[src/rtl/delta_v_charge_terminator_assert.svh]
// Assertion macros for the charge terminator.
// Each macro checks on the rising edge of clk and is disabled while rst_n is low.
`ifndef DELTA_V_CHARGE_TERMINATOR_ASSERT_SVH
`define DELTA_V_CHARGE_TERMINATOR_ASSERT_SVH

// The consequence must hold in the same cycle as the antecedent.
`define DVCT_ASSERT_SAME(label, ante, cons, msg) \
  label: assert property (@(posedge clk) disable iff (!rst_n) (ante) |-> (cons)) \
    else $error(msg);

// The consequence must hold in the cycle after the antecedent.
`define DVCT_ASSERT_NEXT(label, ante, cons, msg) \
  label: assert property (@(posedge clk) disable iff (!rst_n) (ante) |=> (cons)) \
    else $error(msg);

`endif

[src/rtl/dvct_pkg.sv]
`timescale 1ns / 1ps
`default_nettype none
package dvct_pkg;

  localparam int SAMPLE_BITS_DEF = 10;
  localparam int CFG_DATA_W      = 10;
  localparam int CFG_IDX_W       = 3;
  localparam int LEVEL_W         = 10;

  localparam logic [7:0]         SECONDS_PER_MINUTE  = 8'd60;
  localparam logic [7:0]         PULSE_SECONDS_RST   = 8'd30;
  localparam logic [7:0]         DROP_THRESHOLD_RST  = 8'd6;
  localparam logic [7:0]         TIMEOUT_MINUTES_RST = 8'd120;
  localparam logic [LEVEL_W-1:0] PRESENCE_LEVEL_RST  = 10'd400;
  localparam logic [LEVEL_W-1:0] FAULT_LEVEL_RST     = 10'd100;

  typedef enum logic [1:0] {
    PH_WAIT   = 2'd0,
    PH_CHARGE = 2'd1,
    PH_DONE   = 2'd2
  } phase_t;

  typedef enum logic [2:0] {
    EV_NONE    = 3'd0,
    EV_START   = 3'd1,
    EV_DROP    = 3'd2,
    EV_TIMEOUT = 3'd3,
    EV_FAULT   = 3'd4,
    EV_REMOVED = 3'd5
  } event_t;

  typedef enum logic [CFG_IDX_W-1:0] {
    REG_PULSE_SECONDS   = 3'd0,
    REG_DROP_THRESHOLD  = 3'd1,
    REG_TIMEOUT_MINUTES = 3'd2,
    REG_PRESENCE_LEVEL  = 3'd3,
    REG_FAULT_LEVEL     = 3'd4
  } reg_idx_t;

  typedef struct packed {
    logic [7:0]         pulse_seconds;
    logic [7:0]         drop_threshold;
    logic [7:0]         timeout_minutes;
    logic [LEVEL_W-1:0] presence_level;
    logic [LEVEL_W-1:0] fault_level;
  } cfg_t;

endpackage
`default_nettype wire

[src/rtl/dvct_cfg_regs.sv]
`timescale 1ns / 1ps
`default_nettype none
module dvct_cfg_regs (
  input  wire logic                            clk,
  input  wire logic                            rst_n,
  input  wire logic                            cfg_we,
  input  wire logic [dvct_pkg::CFG_IDX_W-1:0]  cfg_index,
  input  wire logic [dvct_pkg::CFG_DATA_W-1:0] cfg_data,
  output dvct_pkg::cfg_t                       cfg
);

  dvct_pkg::cfg_t cfg_r;

  always_ff @(posedge clk) begin
    if (!rst_n) begin
      cfg_r.pulse_seconds   <= dvct_pkg::PULSE_SECONDS_RST;
      cfg_r.drop_threshold  <= dvct_pkg::DROP_THRESHOLD_RST;
      cfg_r.timeout_minutes <= dvct_pkg::TIMEOUT_MINUTES_RST;
      cfg_r.presence_level  <= dvct_pkg::PRESENCE_LEVEL_RST;
      cfg_r.fault_level     <= dvct_pkg::FAULT_LEVEL_RST;
    end else if (cfg_we) begin
      unique case (cfg_index)
        dvct_pkg::REG_PULSE_SECONDS:   cfg_r.pulse_seconds   <= cfg_data[7:0];
        dvct_pkg::REG_DROP_THRESHOLD:  cfg_r.drop_threshold  <= cfg_data[7:0];
        dvct_pkg::REG_TIMEOUT_MINUTES: cfg_r.timeout_minutes <= cfg_data[7:0];
        dvct_pkg::REG_PRESENCE_LEVEL:  cfg_r.presence_level  <= cfg_data;
        dvct_pkg::REG_FAULT_LEVEL:     cfg_r.fault_level     <= cfg_data;
        default: ;
      endcase
    end
  end

  assign cfg = cfg_r;

endmodule
`default_nettype wire

[src/rtl/dvct_step.sv]
`timescale 1ns / 1ps
`default_nettype none
module dvct_step #(
  parameter int SAMPLE_BITS = dvct_pkg::SAMPLE_BITS_DEF
) (
  input  wire logic                   clk,
  input  wire logic                   rst_n,
  input  wire dvct_pkg::cfg_t         cfg,
  input  wire logic                   step_en,
  input  wire logic [SAMPLE_BITS-1:0] sample,
  output dvct_pkg::phase_t            res_phase,
  output dvct_pkg::event_t            res_event,
  output logic [SAMPLE_BITS-1:0]      res_peak,
  output logic [SAMPLE_BITS-1:0]      res_drop,
  output logic [7:0]                  res_minutes
);

  localparam int CMP_W = (SAMPLE_BITS > dvct_pkg::LEVEL_W) ? SAMPLE_BITS : dvct_pkg::LEVEL_W;

  dvct_pkg::phase_t       phase_r, phase_nxt;
  logic [SAMPLE_BITS-1:0] peak_r, peak_nxt;
  logic [7:0]             seconds_r, seconds_nxt;
  logic [7:0]             minutes_r, minutes_nxt;

  logic [7:0]             sec_sum;
  logic [SAMPLE_BITS-1:0] peak_upd;
  logic [SAMPLE_BITS-1:0] drop;
  logic [CMP_W-1:0]       sample_w;
  logic [CMP_W-1:0]       presence_w;
  logic [CMP_W-1:0]       fault_w;
  logic [SAMPLE_BITS-1:0] thr_w;
  dvct_pkg::event_t       ev;

  always_comb begin
    sample_w   = CMP_W'(sample);
    presence_w = CMP_W'(cfg.presence_level);
    fault_w    = CMP_W'(cfg.fault_level);
    thr_w      = SAMPLE_BITS'(cfg.drop_threshold);
    sec_sum    = seconds_r + cfg.pulse_seconds;
    peak_upd   = (sample > peak_r) ? sample : peak_r;

    phase_nxt   = phase_r;
    peak_nxt    = peak_r;
    seconds_nxt = seconds_r;
    minutes_nxt = minutes_r;
    drop        = '0;
    ev          = dvct_pkg::EV_NONE;

    unique case (phase_r)
      dvct_pkg::PH_CHARGE: begin
        seconds_nxt = sec_sum;
        if (sample_w < fault_w) begin
          ev        = dvct_pkg::EV_FAULT;
          phase_nxt = dvct_pkg::PH_WAIT;
        end else begin
          peak_nxt = peak_upd;
          drop     = peak_upd - sample;
          if (sec_sum >= dvct_pkg::SECONDS_PER_MINUTE) begin
            seconds_nxt = sec_sum - dvct_pkg::SECONDS_PER_MINUTE;
            minutes_nxt = minutes_r + 8'd1;
          end
          if (drop >= thr_w) begin
            ev        = dvct_pkg::EV_DROP;
            phase_nxt = dvct_pkg::PH_DONE;
          end else if (minutes_nxt >= cfg.timeout_minutes) begin
            ev        = dvct_pkg::EV_TIMEOUT;
            phase_nxt = dvct_pkg::PH_DONE;
          end
        end
      end
      dvct_pkg::PH_DONE: begin
        if (sample_w <= presence_w) begin
          ev        = dvct_pkg::EV_REMOVED;
          phase_nxt = dvct_pkg::PH_WAIT;
        end
      end
      default: begin
        phase_nxt = dvct_pkg::PH_WAIT;
        if (sample_w >= presence_w) begin
          peak_nxt    = '0;
          seconds_nxt = '0;
          minutes_nxt = '0;
          if (cfg.drop_threshold == '0) begin
            ev        = dvct_pkg::EV_DROP;
            phase_nxt = dvct_pkg::PH_DONE;
          end else if (cfg.timeout_minutes == '0) begin
            ev        = dvct_pkg::EV_TIMEOUT;
            phase_nxt = dvct_pkg::PH_DONE;
          end else begin
            ev        = dvct_pkg::EV_START;
            phase_nxt = dvct_pkg::PH_CHARGE;
          end
        end
      end
    endcase
  end

  always_ff @(posedge clk) begin
    if (!rst_n) begin
      phase_r   <= dvct_pkg::PH_WAIT;
      peak_r    <= '0;
      seconds_r <= '0;
      minutes_r <= '0;
    end else if (step_en) begin
      phase_r   <= phase_nxt;
      peak_r    <= peak_nxt;
      seconds_r <= seconds_nxt;
      minutes_r <= minutes_nxt;
    end
  end

  assign res_phase   = phase_nxt;
  assign res_event   = ev;
  assign res_peak    = peak_nxt;
  assign res_drop    = drop;
  assign res_minutes = minutes_nxt;

endmodule
`default_nettype wire

[src/rtl/delta_v_charge_terminator.sv]
`timescale 1ns / 1ps
`default_nettype none
// Minus-delta-V charge terminator for NiMH cells.
// Input channel: one averaged battery-voltage sample per transfer (in_valid/in_ready).
// Result channel: one result per sample (out_valid/out_ready) carrying the new
// phase, charge switch and LED drive, event code, peak, drop and minutes charged.
// Configuration: write cfg_data into register cfg_index when cfg_we is high;
// 0 pulse seconds, 1 drop threshold, 2 timeout minutes, 3 presence level,
// 4 fault level. Write only while no sample is in flight.
// Path: a sample is held in an input register, evaluated against the phase,
// peak and time counters, and lands in the output register, from which its
// result is offered.
// Throughput: one sample per cycle while out_ready is high; the state update loop sets this.
// Stall: while out_ready is low the result holds, the sample in the input
// register waits, and in_ready drops once both stages are full.
// Reset: phase waiting, peak, seconds and minutes zero, registers at defaults,
// both stages empty.
module delta_v_charge_terminator #(
  parameter int SAMPLE_BITS = dvct_pkg::SAMPLE_BITS_DEF
) (
  input  wire logic                            clk,
  input  wire logic                            rst_n,
  input  wire logic                            in_valid,
  output logic                                 in_ready,
  input  wire logic [SAMPLE_BITS-1:0]          in_sample,
  output logic                                 out_valid,
  input  wire logic                            out_ready,
  output logic                                 out_switch_on,
  output logic                                 out_led_on,
  output logic [1:0]                           out_phase,
  output logic [2:0]                           out_event_res,
  output logic [SAMPLE_BITS-1:0]               out_peak_level,
  output logic [SAMPLE_BITS-1:0]               out_drop_level,
  output logic [7:0]                           out_minutes_charged,
  input  wire logic                            cfg_we,
  input  wire logic [dvct_pkg::CFG_IDX_W-1:0]  cfg_index,
  input  wire logic [dvct_pkg::CFG_DATA_W-1:0] cfg_data
);

  dvct_pkg::cfg_t         cfg;
  logic                   in_valid_r;
  logic [SAMPLE_BITS-1:0] in_sample_r;
  logic                   out_valid_r;
  logic                   adv;

  dvct_pkg::phase_t       res_phase;
  dvct_pkg::event_t       res_event;
  logic [SAMPLE_BITS-1:0] res_peak;
  logic [SAMPLE_BITS-1:0] res_drop;
  logic [7:0]             res_minutes;

  dvct_pkg::phase_t       out_phase_r;
  dvct_pkg::event_t       out_event_r;
  logic [SAMPLE_BITS-1:0] out_peak_r;
  logic [SAMPLE_BITS-1:0] out_drop_r;
  logic [7:0]             out_minutes_r;

  assign adv      = in_valid_r && (!out_valid_r || out_ready);
  assign in_ready = !in_valid_r || adv;

  dvct_cfg_regs u_cfg_regs (
    .clk       (clk),
    .rst_n     (rst_n),
    .cfg_we    (cfg_we),
    .cfg_index (cfg_index),
    .cfg_data  (cfg_data),
    .cfg       (cfg)
  );

  dvct_step #(
    .SAMPLE_BITS (SAMPLE_BITS)
  ) u_step (
    .clk         (clk),
    .rst_n       (rst_n),
    .cfg         (cfg),
    .step_en     (adv),
    .sample      (in_sample_r),
    .res_phase   (res_phase),
    .res_event   (res_event),
    .res_peak    (res_peak),
    .res_drop    (res_drop),
    .res_minutes (res_minutes)
  );

  // hold the sample until it advances
  always_ff @(posedge clk) begin
    if (!rst_n) begin
      in_valid_r <= 1'b0;
    end else if (in_ready) begin
      in_valid_r <= in_valid;
    end
  end

  always_ff @(posedge clk) begin
    if (in_valid && in_ready) begin
      in_sample_r <= in_sample;
    end
  end

  always_ff @(posedge clk) begin
    if (!rst_n) begin
      out_valid_r <= 1'b0;
    end else if (adv) begin
      out_valid_r <= 1'b1;
    end else if (out_ready) begin
      out_valid_r <= 1'b0;
    end
  end

  always_ff @(posedge clk) begin
    if (adv) begin
      out_phase_r   <= res_phase;
      out_event_r   <= res_event;
      out_peak_r    <= res_peak;
      out_drop_r    <= res_drop;
      out_minutes_r <= res_minutes;
    end
  end

  assign out_valid           = out_valid_r;
  assign out_switch_on       = (out_phase_r == dvct_pkg::PH_CHARGE);
  assign out_led_on          = (out_phase_r == dvct_pkg::PH_DONE);
  assign out_phase           = out_phase_r;
  assign out_event_res       = out_event_r;
  assign out_peak_level      = out_peak_r;
  assign out_drop_level      = out_drop_r;
  assign out_minutes_charged = out_minutes_r;

`include "delta_v_charge_terminator_assert.svh"

  `DVCT_ASSERT_NEXT(a_adv_fills_out, adv, out_valid_r, "advanced sample did not reach output")
  `DVCT_ASSERT_SAME(a_fault_waits, out_valid_r && out_event_r == dvct_pkg::EV_FAULT, out_phase_r == dvct_pkg::PH_WAIT, "fault without return to waiting")
  `DVCT_ASSERT_SAME(a_drop_done, out_valid_r && out_event_r == dvct_pkg::EV_DROP, out_led_on && !out_switch_on, "drop end without done phase")

endmodule
`default_nettype wire
[config.mk]
export PLATFORM = sky130hd
export DESIGN_NAME = delta_v_charge_terminator
export DESIGN_NICKNAME = d
export VERILOG_FILES = /design/src/rtl/dvct_pkg.sv /design/src/rtl/dvct_cfg_regs.sv /design/src/rtl/dvct_step.sv /design/src/rtl/delta_v_charge_terminator.sv
export VERILOG_INCLUDE_DIRS = /design/src /design/src/rtl
export SDC_FILE = /design/constraint.sdc
export NUM_CORES = 1
export LEC_CHECK = 0
export BUFFER_PORTS_ARGS = -buffer_cell sky130_fd_sc_hd__buf_2
export CAP_MARGIN = 20
export CORE_ASPECT_RATIO = 0.5
export CORE_MARGIN = 5
export CORE_UTILIZATION = 65
export DETAILED_ROUTE_END_ITERATION = 8
export GPL_TIMING_DRIVEN = 0
export PLACE_DENSITY_LB_ADDON = 0.3
export SYNTH_ARGS = -nofsm -noshare
export SYNTH_HDL_FRONTEND = slang
export SYNTH_SLANG_ARGS = --single-unit
[constraint.sdc]
create_clock -name clk -period 9.65 [get_ports clk]
set_input_delay 1.93 -clock clk [delete_from_list [all_inputs] [get_ports clk]]
set_output_delay 1.93 -clock clk [all_outputs]
set_load 0.005 [all_outputs]
* Word level (Yosys, flattened, before mapping)
Index checks and enable logic that the tools add are counted.
** Word-level totals
- Flip-flop bits (word level) :: 117
- Input port bits :: 28
- Word-level logic and storage cells :: 88
** Operators by class
- $add $sub $neg :: 4
- $lt $le $gt $ge :: 7
- Eq/ne operators :: 8
- Mux-type cells :: 32
- Bitwise gates (word level) :: 2
- Reduce and logical (&&, ||, !) cells :: 18
** Operators by type and width (number)
- $mux 8 :: 8
- $pmux 8 s2 :: 2
- $mux 10 :: 3
- $pmux 10 s2 :: 1
- $mux 2 :: 9
- $logic_not 8->1 :: 2
- $mux 3 :: 5
- $ge 10x10->1 :: 1
- $ge 10x8->1 :: 1
- $gt 10x10->1 :: 1
- $le 10x10->1 :: 1
- $lt 10x10->1 :: 1
- $reduce_and 2->1 :: 5
- $sub 10x10->10 :: 1
- $add 8x1->8 const B :: 1
- $add 8x8->8 :: 1
- $ge 8x6->1 const B :: 1
- $ge 8x8->1 :: 1
- $sub 8x6->8 const B :: 1
- $eq 3x2->1 const B :: 2
- $pmux 3 s2 :: 1
- $eq 2x1->1 const B :: 2
- $eq 2x2->1 const B :: 2
- $pmux 2 s2 :: 1
- other kinds (11) :: 17

* Depth between registers and ports, before layout
Gate-level depths: netlist (run 1).
- Depth in word-level cells :: 10
- Mapped depth :: 25

* Modules after synthesis
A second synthesis (run 1) with hierarchy kept.
** Second synthesis, totals
- Cell total of the unflattened synthesis :: 765
- Area, all modules :: 7188.1 µm²
** By module, submodules not included
- dvct_step :: times used 1, cells an instance 543, area an instance 4066.4 µm²
- dvct_cfg_regs :: times used 1, cells an instance 168, area an instance 1724.2 µm²
- delta_v_charge_terminator :: times used 1, cells an instance 54, area an instance 1397.6 µm²

* Worst setup path after synthesis (run 1)
No wires, ideal clock.
- Kind :: flip-flop to flip-flop
- From :: register in_sample_r[5]
- To :: register out_phase_r[1] (netlist: out_phase[1]) (data pin)
- Arrival :: 4441 ps
- Required time :: 9395 ps
- Slack :: 4954 ps
- Cell stages (with the launch flop) :: 25
- Path buffers :: 1
- Cell sequence :: edfxtp_1 ha_1 and3_1 a221oi_1 a21boi_0 o22ai_1 buf_2 nor2_1 a21oi_1 inv_1 ha_1 nor2b_1 o21ai_0 nand2b_1 a311oi_1 o21ai_0 xor2_1 ha_1 nand2_1 a21oi_1 a221oi_1 and2_1 and3_1 a22o_1 nand2_1
** On the way
- Longest elaborated chain between the ends :: 7
- Elaborated cells between the ends (all ways) :: 12
- Classes of those cells :: add/sub (1); order compare (5); mux (6)
** RTL lines
- from (decl) :: line delta_v_charge_terminator.sv:42 : logic [SAMPLE_BITS-1:0] in_sample_r;
- from (signal assigned) :: line delta_v_charge_terminator.sv:96 : in_sample_r <= in_sample;
- $gt 10x10->1 :: line dvct_step.sv:40 : peak_upd = (sample > peak_r) ? sample : peak_r;
- $mux 10 :: line dvct_step.sv:40
- $sub 10x10->10 :: line dvct_step.sv:57 : drop = peak_upd - sample;
- $ge 10x8->1 :: line dvct_step.sv:62 : if (drop >= thr_w) begin
- $mux 2 :: line dvct_step.sv:62
- $mux 2 :: line dvct_step.sv:52 : if (sample_w < fault_w) begin
- $pmux 2 s2 * :: line dvct_step.sv:49 : unique case (phase_r)
- named net res_phase[1] :: line delta_v_charge_terminator.sv:46 : dvct_pkg::phase_t res_phase;
- to (signal assigned) :: line delta_v_charge_terminator.sv:112 : out_phase_r <= res_phase;
- to (decl) :: line delta_v_charge_terminator.sv:52 : dvct_pkg::phase_t out_phase_r;
The timed path passes the listed nets; every way through them passes the cells marked *.
A chain may end at the register's enable or synchronous reset.

* Worst setup path after layout (run 1)
Same ends and word-level chain as after synthesis.

==> flow_metrics.env, run 1 <==
export IMPL_met2_usage_pct=47.0
export IMPL_cts_resized=0
export IMPL_path_clk_slew_ns=0.06
export IMPL_synth_top_area_cell="dfxtp_1"
export IMPL_clock_path_buffers=2
export IMPL_start_util_pct=67.5
export IMPL_p_leak_nw=3.41
export IMPL_netlist_area_um2=6960
export IMPL_slowest_delay_ns=0.54
export IMPL_fin_skew_ns=0.00714
export IMPL_area_growth_pct=16.0
export IMPL_critPathSlowestCell="edfxtp_1"
export IMPL_yosys_top_cells_area="dfxtp_1, edfxtp_1, ha_1"
export IMPL_final_cell_count_no_fill=1034
export IMPL_io_buffers=63
export IMPL_drtPass1Iterations=8
export IMPL_die_area_um2=13000
export IMPL_dp_cells=1002
export IMPL_critPathTopFamily="compound AO/OA/AOI/OAI gates"
export IMPL_gp_congestion=0.983
export IMPL_numClockSinks=117
export IMPL_regArea_um2=2770
export IMPL_grt_pass1_vias=6047
export IMPL_grt_max_degree=42
export IMPL_num_rows=26
export IMPL_use_met3_pct=8.05
export IMPL_min_period_ns=5.82
export IMPL_num_io_pins=65
export IMPL_placed_area_um2=7450
export IMPL_num_antenna_cells=0
export IMPL_slew_violations=0
export IMPL_drtAntennaViolNets=0
export IMPL_final_util_pct=78.3
export IMPL_layout_drive_gt1_share_pct=13.1
export IMPL_final_common_cell="nand2_1"
export IMPL_multiInputGateArea_um2=3770
export IMPL_worstHoldPathType="reg -> reg"
export IMPL_fmax_ghz=0.172
export IMPL_async_flop_share_pct=0
export IMPL_syn_avg_cell_area_um2=8.71
export IMPL_cts_tree="yes"
export IMPL_power_density_nw_per_um2=177
export IMPL_nNetsFinal=977
export IMPL_cts_made_buffers=17
export IMPL_drcViolationCount=0
export IMPL_drt_vias_per_instance=6.22
export IMPL_finalCritPeriodShare_pct=60.4
export IMPL_timing_critical_path_mode_cell="ha_1"
export IMPL_overflow=0
export IMPL_grt_antenna_before_repair=0
export IMPL_drt_iter0_markers=649
export IMPL_met1_usage_pct=41.0
export IMPL_drt_wl_total_mm=19.7
export IMPL_synth_edff_count=43
export IMPL_maxCapViolCount=0
export IMPL_clk_latency_ns=0.43
export IMPL_die_h_um=83.2
export IMPL_die_w_um=156
export IMPL_worstPathArrival_ns=5.99
export IMPL_path_cells="ha_1 -> and3_1 -> a221oi_1 -> a21boi_0 -> o22ai_1 -> buf_2 -> nor2_1 -> a21oi_1 -> inv_1 -> ha_1 -> nor2b_1 -> o21ai_0 -> nand2b_1 -> a311oi_1 -> o21ai_0 -> xor2_1 -> ha_1 -> nand2_1 -> a21oi_1 -> a221oi_1 -> and2_1 -> and3_1 -> a22o_1 -> nand2_1"
export IMPL_rsz0062_at_grt="false"
export IMPL_busiest_layer="met2"
export IMPL_htree_levels=4
export IMPL_ys_ff_latch=117
export IMPL_final_cell_mix="nand2_1, a21oi_1, inv_1, dfxtp_1, buf_2"
export IMPL_postCtsSetupRepairBufs=0
export IMPL_ir_drop_uv=158
export IMPL_cp_end_kind="flip-flop"
export IMPL_critPathRequiredTime_ns=9.82
export IMPL_worstSetupPathType="reg -> reg"
export IMPL_worstSetupStartpointType="flip-flop"
export IMPL_num_vias=6433
export IMPL_worstMarginPinSlew_ns=0.865
export IMPL_ys_seq_area_share_pct=39.8
export IMPL_status="completed"
export IMPL_n_fill_cell=669
export IMPL_hold_ws_ns=0.457
export IMPL_cp_buffers_inverters=2
export IMPL_synthesis_nets=895
export IMPL_setup_viol=0
export IMPL_synth_top_flop_cell="dfxtp_1"
export IMPL_setup_tns_ns=0
export IMPL_ys_types=64
export IMPL_synth_yosys_warnings=0
export IMPL_finalHoldViolations=0
export IMPL_final_area_um2=8070
export IMPL_crit_fanout=10
export IMPL_grt_first_pass_wirelength_mm=30.8
export IMPL_wl_per_cell_um=19.1
export IMPL_ctsRootBufferMaster="clkbuf_16"
export IMPL_hpwlAfterDp_mm=14.0
export IMPL_yosysTopAreaCellShare_pct=21.3
export IMPL_coreArea_um2=10300
export IMPL_slew_headroom_pct=42.2
export IMPL_grt_use_total_pct=30.1
export IMPL_synthCells=799
export IMPL_cts_hold_buffers=0
[per-stage QoR]
| stage | total power [mW] | setup WS [ns] |
|---|---|---|
| 2_1_floorplan | 0.691 | 4.95 |
| 3_3_place_gp | 0.747 | 4.26 |
| 3_5_place_dp | 0.756 | 4.03 |
| 4_1_cts | 1.42 | 3.97 |
| 5_1_grt | 1.48 | 3.46 |
| 6_report | 1.43 | 3.83 |
[layer usage]
metal	wire, um	part of all wire, %
met5	0	0
met4	480	2.4
met3	2410	12
met2	8730	44
met1	8090	41
[cells in the mapped netlist (12+ instances only)]
| cell | number |
|---|---|
| nand2_1 | 123 |
| dfxtp_1 | 74 |
| edfxtp_1 | 43 |
| o211ai_1 | 16 |
| o21ai_0 | 38 |
| ha_1 | 66 |
| o21a_1 | 15 |
| nand3_1 | 19 |
| xnor2_1 | 14 |
| nor2_1 | 43 |
| a21o_1 | 12 |
| clkbuf_1 | 20 |
| a21oi_1 | 75 |
| nor2b_1 | 14 |
| inv_1 | 74 |
[sequential cells by signal, summed over array words and instances (netlist names)]
name and count:
out_valid 1, u_step.peak_r 10, u_step.seconds_r 8, u_cfg_regs.cfg 44
u_step.minutes_r 8, in_sample_r 10, out_phase 2, in_valid_r 1
u_step.phase_r 2, out_peak_level 10, out_drop_level 10, out_minutes_charged 8
out_event_res 3
[worst paths after layout]
kind	slack (ns)	start	end	depth (start not counted)
setup / recovery	3.83	in_sample_r[5]$_DFFE_PP_	out_phase[1]$_DFFE_PP_	24
hold / removal	0.46	u_cfg_regs.cfg[7]$_SDFFE_PN0P_	u_cfg_regs.cfg[7]$_SDFFE_PN0P_	2
setup reg to reg	3.83	in_sample_r[5]$_DFFE_PP_	out_phase[1]$_DFFE_PP_	24
hold reg to reg	0.46	u_cfg_regs.cfg[7]$_SDFFE_PN0P_	u_cfg_regs.cfg[7]$_SDFFE_PN0P_	2
[worst register-to-register path: cells and delay by family (launching register included)]
family / cells / cell delay, ns
compound gates: 10 / 2.37
simple gates: 8 / 1.09
fa+ha+maj: 3 / 0.95
flops: 1 / 0.54
buf+inv: 2 / 0.35
xor+xnor: 1 / 0.25
[cells by family (layout without fill, tap and decap cells)]
logic type | after synthesis | after routing | synth area share, %
buffers and inverters | 104 | 199 | 5.95
DFF | 117 | 117 | 39.8
xor gates and xnor gates | 24 | 24 | 3.13
and+or+nand+nor | 257 | 257 | 17.0
muxes | 7 | 7 | 1.06
adders and majority gates | 68 | 68 | 12.4
AOI/OAI and AO/OA | 222 | 222 | 20.6
[layout make-up]
class	count	share of cell area [%]
inverters	76	3.53
clock inverters	13	2.23
plain buffers	28	1.60
multi-input cells	578	46.7
clock buffers	19	5.49
flip-flops and latches	117	34.4
repair buffers	63	3.91
well taps	140	2.17
[power breakdown]
part | total [mW] | leakage, nW | switching, mW | internal, mW
clock | 0.672 | 0.301 | 0.235 | 0.437
sequential | 0.543 | 1.01 | 0.0135 | 0.530
combinational | 0.212 | 2.10 | 0.131 | 0.0819
total | 1.43 | 3.41 | 0.379 | 1.05
Note: power is estimated with default switching activity, not from simulation.
==> run 2, diff against run 1 <==
Settings changed: CORE_UTILIZATION 65 to 54.
Clock period 9.65 ns to 4.65 ns, I/O delays scaled along.
==> flow_metrics.env, run 2 (same netlist as run 1, synthesis figures left out) <==
export IMPL_finalCritPeriodShare_pct=110
export IMPL_drt_iter0_markers=864
export IMPL_drt_wl_total_mm=21.9
export IMPL_slew_violations=0
export IMPL_largest_register_ff_count=44
export IMPL_nNetsFinal=1026
export IMPL_regArea_um2=2780
export IMPL_worstSetupStartpointType="flip-flop"
export IMPL_grt_first_pass_wirelength_mm=33.2
export IMPL_gp_congestion=0.886
export IMPL_cp_end_kind="flip-flop"
export IMPL_fin_ws_ns=-0.446
export IMPL_coreArea_um2=12600
export IMPL_critPathSlowestCell="edfxtp_1"
export IMPL_grt_antenna_before_repair=0
export IMPL_drt_vias_per_instance=6.10
export IMPL_htree_levels=4
export IMPL_die_h_um=90.3
export IMPL_setup_viol=8
export IMPL_fin_skew_ns=0.0108
export IMPL_post_place_ws_ns=-0.822
export IMPL_clock_path_buffers=2
export IMPL_final_cell_mix="nand2_1, inv_1, a21oi_1"
export IMPL_cts_tree="yes"
export IMPL_die_w_um=171
export IMPL_numClockSinks=117
export IMPL_slowest_delay_ns=0.48
export IMPL_slew_headroom_pct=42.6
export IMPL_ir_drop_uv=296
export IMPL_hpwlAfterDp_mm=13.9
export IMPL_die_area_um2=15400
export IMPL_drtAntennaViolNets=0
export IMPL_worstMarginPinSlew_ns=0.855
export IMPL_power_mw=3.12
export IMPL_min_period_ns=5.10
export IMPL_cts_made_buffers=17
export IMPL_area_growth_pct=24.7
export IMPL_clk_latency_ns=0.43
export IMPL_drtPass1Iterations=6
export IMPL_rsz0062_at_grt="true"
export IMPL_worstHoldPathType="reg -> reg"
export IMPL_grt_pass1_vias=6290
export IMPL_status="complete, but fails checks"
export IMPL_multiInputGateArea_um2=3980
export IMPL_grt_use_total_pct=27.3
export IMPL_maxCapViolCount=0
export IMPL_worstSetupPathType="reg -> reg"
export IMPL_num_antenna_cells=0
export IMPL_critPathRequiredTime_ns=5.01
export IMPL_p_leak_nw=3.66
export IMPL_ctsRootBufferMaster="clkbuf_16"
export IMPL_start_util_pct=55.1
export IMPL_drcViolationCount=0
export IMPL_crit_fanout=7
export IMPL_num_io_pins=65
export IMPL_grt_max_degree=42
export IMPL_finalHoldViolations=0
export IMPL_layout_drive_gt1_share_pct=21.2
export IMPL_worstPathArrival_ns=5.46
export IMPL_power_density_nw_per_um2=360
export IMPL_violations="setup timing"
export IMPL_num_rows=29
export IMPL_path_clk_slew_ns=0.06
export IMPL_final_common_cell="nand2_1"
export IMPL_fmax_ghz=0.196
export IMPL_n_fill_cell=921
export IMPL_io_buffers=63
export IMPL_timing_critical_path_mode_cell="buf_4"
export IMPL_wl_per_cell_um=19.7
export IMPL_num_vias=6793
export IMPL_overflow=0
run 2: changes by cell type in the layout (fill, tap and decap cells not counted), moves of 3 or more:
cell / delta
inv_1: -3
o21ai_2: +3
a21oi_2: +4
a21oi_1: -5
clkbuf_1: +3
buf_4: +49
ha_1: -7
dfxtp_1: -5
inv_2: +3
dfxtp_2: +5
o21ai_0: -4
ha_4: +6
run 2: final timing paths:
kind	start	endpoint	slack, ns	cells past startpoint
worst max-delay path	in_sample_r[6]$_DFFE_PP_	u_step.peak_r[2]$_SDFFE_PN0P_	-0.45	32
worst min-delay path	u_cfg_regs.cfg[7]$_SDFFE_PN0P_	u_cfg_regs.cfg[7]$_SDFFE_PN0P_	0.46	2
worst max register to register	in_sample_r[6]$_DFFE_PP_	u_step.peak_r[2]$_SDFFE_PN0P_	-0.45	32
worst min register to register	u_cfg_regs.cfg[7]$_SDFFE_PN0P_	u_cfg_regs.cfg[7]$_SDFFE_PN0P_	0.46	2
run 2: area by class of cell:
class | instances | share of cell area [%]
Multi-Input combinational cell | 578 | 45.9
Inverter | 76 | 3.29
Sequential cell | 117 | 32.0
Timing Repair Buffer | 112 | 7.88
Tap cell | 170 | 2.45
Clock buffer | 21 | 5.08
Buffer | 28 | 1.56
Clock inverter | 11 | 1.82
run 2: report_power, final:
| group | switching, mW | internal [mW] | leakage [nW] |
|---|---|---|---|
| clock | 0.484 | 0.888 | 0.286 |
| combinational | 0.353 | 0.272 | 2.37 |
| sequential | 0.0231 | 1.10 | 1.01 |
run 2: what timing repair did:
action,in CTS,in global routing
pin swaps,9,25
resized for setup,21,28
hold buffers,0,0
buffers inserted,40,9
setup endpoints to repair,6,8
endpoints found under the hold margin,0,0
run 2: through the flow:
stage | cells | util, % | TNS (ns) | instance area [um2] | hold WS (ns)
after floorplan | 799 | - | 0 | 6960 | 0.436
after global placement | 1032 | 59.3 | -3.47 | 7490 | 0.443
after detailed placement | 1032 | 59.3 | -4.14 | 7490 | 0.448
after CTS | 1104 | 67.2 | -0.0790 | 8490 | 0.455
after global routing | 1113 | 68.7 | -3.66 | 8670 | 0.472
final | 1113 | 68.7 | -2.78 | 8670 | 0.456
run 2: per-layer routing:
layer	track usage (%)	vias up	part of all wire, %
li1	-	3086	-
met1	36.8	3153	41
met2	41.4	453	44
met3	8.00	101	12
met4	10.9	0	3.8
met5	0	-	0
run 2: worst max-delay path, delay by kind of cell, from the launching register on:
family	cells	cell delay, ns
AO/OA/AOI/OAI	6	0.96
adder cells (fa/ha/maj)	1	0.26
buffers and inverters	24	3.13
flip-flops	1	0.48
AND/OR/NAND/NOR	1	0.20
